<file path="src/hw/rtl/hmpp_pkg.sv">
`default_nettype none
package hmpp_pkg;

  localparam int unsigned HASH_W       = 64;
  localparam int unsigned KEY_BYTES    = 8;
  localparam int unsigned KEY_W        = KEY_BYTES * 8;
  localparam int unsigned LEN_W        = 4;
  localparam int unsigned VALUE_BITS   = 32;
  localparam int unsigned PERT_SHIFT   = 5;
  localparam int unsigned SIZE_W       = 4;
  localparam int unsigned ENTRIES_W    = 11;

  typedef enum logic [1:0] {
    ACT_INSERT = 2'd0,
    ACT_LOOKUP = 2'd1,
    ACT_CLEAR  = 2'd2,
    ACT_RSVD   = 2'd3
  } action_t;

  typedef enum logic [2:0] {
    STS_INSERTED = 3'd0,
    STS_UPDATED  = 3'd1,
    STS_HIT      = 3'd2,
    STS_MISSING  = 3'd3,
    STS_FULL     = 3'd4,
    STS_CLEARED  = 3'd5
  } status_t;

  typedef enum logic [2:0] {
    ST_CLR,
    ST_IDLE,
    ST_CMP,
    ST_STEP,
    ST_OUT
  } state_t;

  typedef struct packed {
    logic                  valid;
    logic [LEN_W-1:0]      len;
    logic [KEY_W-1:0]      key;
    logic [VALUE_BITS-1:0] value;
  } slot_t;

  // byte compare up to len; a shared zero byte ends the compare as a match
  function automatic logic key_eq(input logic [KEY_W-1:0] a,
                                  input logic [KEY_W-1:0] b,
                                  input logic [LEN_W-1:0] len);
    logic m;
    logic done;
    m    = 1'b1;
    done = 1'b0;
    for (int i = 0; i < KEY_BYTES; i++) begin
      if (!done && (LEN_W'(i) < len)) begin
        if (a[8*i +: 8] != b[8*i +: 8]) begin
          m    = 1'b0;
          done = 1'b1;
        end else if (a[8*i +: 8] == 8'h00) begin
          done = 1'b1;
        end
      end
    end
    return m;
  endfunction

endpackage
`default_nettype wire

</file>
<file path="src/hw/rtl/hmpp_add64.sv">
`default_nettype none
module hmpp_add64 (
  input  wire logic [hmpp_pkg::HASH_W-1:0] a,
  input  wire logic [hmpp_pkg::HASH_W-1:0] b,
  input  wire logic                        cin,
  output logic      [hmpp_pkg::HASH_W-1:0] sum
);

  // wrapping add, carry out dropped
  assign sum = a + b + hmpp_pkg::HASH_W'(cin);

endmodule
`default_nettype wire

</file>
<file path="config.mk">
export PLATFORM = sky130hd
export DESIGN_NAME = hmpp_add64
export DESIGN_NICKNAME = d
export VERILOG_FILES = /design/src/hw/rtl/hmpp_pkg.sv /design/src/hw/rtl/hmpp_add64.sv
export SDC_FILE = /design/constraint.sdc
export NUM_CORES = 1
export LEC_CHECK = 0
export BUFFER_PORTS_ARGS = -buffer_cell sky130_fd_sc_hd__buf_4
export CAP_MARGIN = 10
export CORE_MARGIN = 5
export CORE_UTILIZATION = 53
export DETAILED_ROUTE_END_ITERATION = 6
export PLACE_DENSITY = 0.95
export SYNTH_ARGS = -nofsm -noshare
export SYNTH_HDL_FRONTEND = slang
export SYNTH_SLANG_ARGS = --single-unit
</file>
<file path="constraint.sdc">
create_clock -name vclk -period 8.53
set_input_delay 1.706 -clock vclk [all_inputs]
set_output_delay 1.706 -clock vclk [all_outputs]
set_load 0.005 [all_outputs]
</file>
; Word-level counts from Yosys, hierarchy flattened
; Index checks and enable logic that the tools add are counted.
; Widths: inputs -> output; s select.
[word_totals]
output_inout_bits = 64
regBits = 0
wordCells = 2
inputBits = 129
[op_classes]
n_addsub = 2
[op_table]
columns = operator, count
row1 = $add 64x1->64, 1
row2 = $add 64x64->64, 1

; Longest topological paths before layout
[logic_depth]
depth_word = 2
mapped_depth = 11
mapped_depth_nobuf = 11

; Worst setup path after synthesis
; Ideal clock, no wire load.
[synth_path]
kind = in2out
startpoint = input port a[0] in the netlist's numbering
endpoint = output port sum[32] in the netlist's numbering
path_stages = 11
arrival_ns = 4.496
t_required_ns = 6.824
n_path_buf = 0
slack_ns = 2.328
path_cell_list = fa_1 -> fa_1 -> a21o_1 -> a221oi_2 -> o21ai_2 -> o22ai_2 -> o21ba_1 -> o31a_4 -> o21ai_1 -> and4_1 -> a2111oi_0
[synth_between]
elab_chain_len = 2
[synth_rtl]
columns = element, line_no
row1 = start: declaration, hmpp_add64.sv:3  ; input wire logic [hmpp_pkg::HASH_W-1:0] a,
row2 = $add 64x64->64, hmpp_add64.sv:10  ; assign sum = a + b + hmpp_pkg::HASH_W'(cin);
row3 = $add 64x1->64, hmpp_add64.sv:10
row4 = end: declaration, hmpp_add64.sv:6  ; output logic [hmpp_pkg::HASH_W-1:0] sum
; No other way between the ends.

; Worst setup path after layout
[layout_path]
startpoint = input port a[0] in the netlist's numbering
endpoint = output port sum[55] in the netlist's numbering
; Same word-level chain as after synthesis.

==> run_results.csv <==
group,metric,value,unit
placed_design,hpwl,12700,um
route,top_layer_used,"met4",
setup_path,cp.depth,12,
setup_path,slowest_delay,0.66,ns
final_layout,nNetsFinal,925,
route,wl_met1,5760,um
route,met2WireLength,6990,um
setup_path,crit_chain,"buf_4 -> fa_1 -> a211oi_1 -> o211ai_1 -> a21oi_1 -> o31ai_2 -> a211oi_1 -> o31ai_1 -> a21oi_1 -> o21ai_0 -> xor2_1 -> buf_4",
flow_run,cap_viol_max_count,0,
floorplanning,initial_utilization,0.551,
logic_synthesis,synth_nets,751,
floorplanning,die_h,94.5,um
placed_design,gp_congestion,0.964,
min_path,min_path_type,"in2out",
logic_synthesis,syn_inst,558,
timing,setup_viol,0,
global_route,grt_pass1_vias,4929,
clock_network,post_cts_resized,0,
timing,tightest_slew,0.734,ns
timing,timing.fmax,145,MHz
status,outcome,"completed",
route,drc,0,
global_route,grt_max_degree,13,
floorplanning,coreArea,6870,um2
placed_design,place_ws,1.76,ns
logic_synthesis,synth.cell_area,3780,um2
logic_synthesis,synthDistinctLibCells,55,
floorplanning,fp-row-count,30,
route,post_drt_wl_per_cell,17.6,um
timing,slew_headroom,0.508,
power_and_ir_drop,vdd_drop_max,0.0599,mV
timing,rsz0062_at_grt,"no",
timing,min_period,6.89,ns
setup_path,critPathMaxFanout,5,
floorplanning,fp.dieArea,8930,um2
logic_synthesis,syn_area_per_cell,6.78,um2
final_layout,clock_buffers,0,
route,drt-vias-per-instance,6.29,
setup_path,endpoint_kind,"output pin",
setup_path,crit_type,"in2out",
logic_synthesis,yosysTopAreaCellShare,0.205,
route,drt_iter0_markers,333,
final_layout,num_antenna_cells,0,
floorplanning,fp.dieW,94.5,um
route,met3_wirelength,1520,um
route,drtPass1Iterations,5,
power_and_ir_drop,power.density,93.8,nW/um2
placed_design,port-buffer-count,193,
floorplanning,num_io_pins,193,
logic_synthesis,yosys.cell_count.top_type,"a21oi_1",
logic_synthesis,synth_largest_area_cell,"ha_1",
logic_synthesis,ys.warnings.count,0,
setup_path,crit_slowest_cell,"a211oi_1",
timing,period_share,0.807,
timing,setup-tns-final,0,ns
setup_path,arrival,5.18,ns
global_route,grt_pass1_wl,23200,um
setup_path,crit_path_start_kind,"input pin",
final_layout,regArea,0,um2
setup_path,path_delay_family,"compound AO/OA/AOI/OAI gates",
global_route,grt_overflow,0,
logic_synthesis,ys_top_cells_by_area,"ha_1, a21oi_1, xnor2_1",
logic_synthesis,synth_seq_area_share,0,
power_and_ir_drop,p_total,0.494,mW
timing,hold_viol_final,0,
final_layout,area_delta_synth_final,39.2,%
route,drtAntennaViolNets,0,
final_layout,seq_cell_count,0,
global_route,antenna_found_initial,0,
route,wl,14600,um
global_route,track_usage,0.309,
clock_network,cts_setup_buffers,0,
logic_synthesis,synthTopCellsByCount,"a21oi_1, ha_1, nand2_1",
clock_network,ctsHoldBuffers,0,
final_layout,layout-drive-gt1-share,0.278,
timing,timing.final.max_slew_violations,0,
route,vias,5196,
setup_path,crit_buf_inv,2,
power_and_ir_drop,leakagePower,2.51,nW
min_path,holdPathStages,3,
timing,fin_ws,1.64,ns
setup_path,worst_ep_required_time,6.82,ns
[tightest hold or removal path, stage by stage]
cell	delay (ns)
buf_4	0.08
fa_1	0.14
buf_4	0.10
[per-layer routing]
| layer | GRT usage | vias to the layer above |
|---|---|---|
| li1 | - | 2457 |
| met1 | 0.399 | 2379 |
| met2 | 0.550 | 331 |
| met3 | 0.0470 | 29 |
| met4 | 0.0493 | 0 |
| met5 | 0 | - |
[area by class of cell]
cell class                 instances  area (um2)
fill                             545        1600
inverter                          24        90.1
multi-input combinational        513        3610
tap                               96         120
timing repair buffer             193        1450
[logic make-up (layout without fill, tap and decap cells)]
family,count (synthesis),in the layout,share of synthesized area
simple gates,152,152,0.192
xor+xnor,61,61,0.141
compound gates,234,234,0.399
mux,2,2,0.00562
buf+inv,45,217,0.0460
fa+ha+maj,64,64,0.216
[report_power, final]
part	internal, mW	switching (mW)
logic	0.244	0.250
clock network	0	0
registers	0	0
total	0.244	0.250
[worst paths after layout]
kind | start | endpoint | slack (ns)
worst max-delay path | a[0] | sum[55] | 1.64
worst min-delay path | cin | sum[0] | 3.74
[placed cells by master (no fill, tap or decap), types with 2 or more instances in the layout]
| master | instances |
|---|---|
| o21bai_1 | 18 |
| nor2_1 | 33 |
| and2_1 | 4 |
| nand2_1 | 52 |
| fa_1 | 2 |
| o21ai_0 | 45 |
| ha_1 | 62 |
| buf_4 | 193 |
| or4_1 | 3 |
| or3_1 | 5 |
| a221o_1 | 2 |
| o221ai_1 | 3 |
| o211ai_1 | 5 |
| a21o_1 | 21 |
| a21boi_0 | 3 |
| nand3_1 | 8 |
| xnor2_1 | 40 |
| nand4_1 | 20 |
| nor3b_1 | 2 |
| nor3_1 | 8 |
| nor4_1 | 3 |
| nand2b_1 | 3 |
| a221oi_1 | 2 |
| o21a_1 | 7 |
| a21oi_1 | 86 |
| and3_1 | 3 |
| a41oi_1 | 5 |
| inv_1 | 24 |
| nor2b_1 | 6 |
| o21ai_1 | 3 |
| a31oi_1 | 5 |
| o31ai_1 | 7 |
| o31ai_2 | 2 |
| a211oi_1 | 5 |
| xor2_1 | 21 |
[through the flow]
stage	instance area (um2)	utilization	hold WS (ns)	cells
detailed placement	5270	0.767	3.74	826
floorplan	3780	-	3.56	558
finish	5270	0.767	3.74	826
CTS	5270	0.767	3.74	826
global placement	5270	0.767	3.74	826
global route	5270	0.767	3.76	826
(Power assumes the default switching activity.)
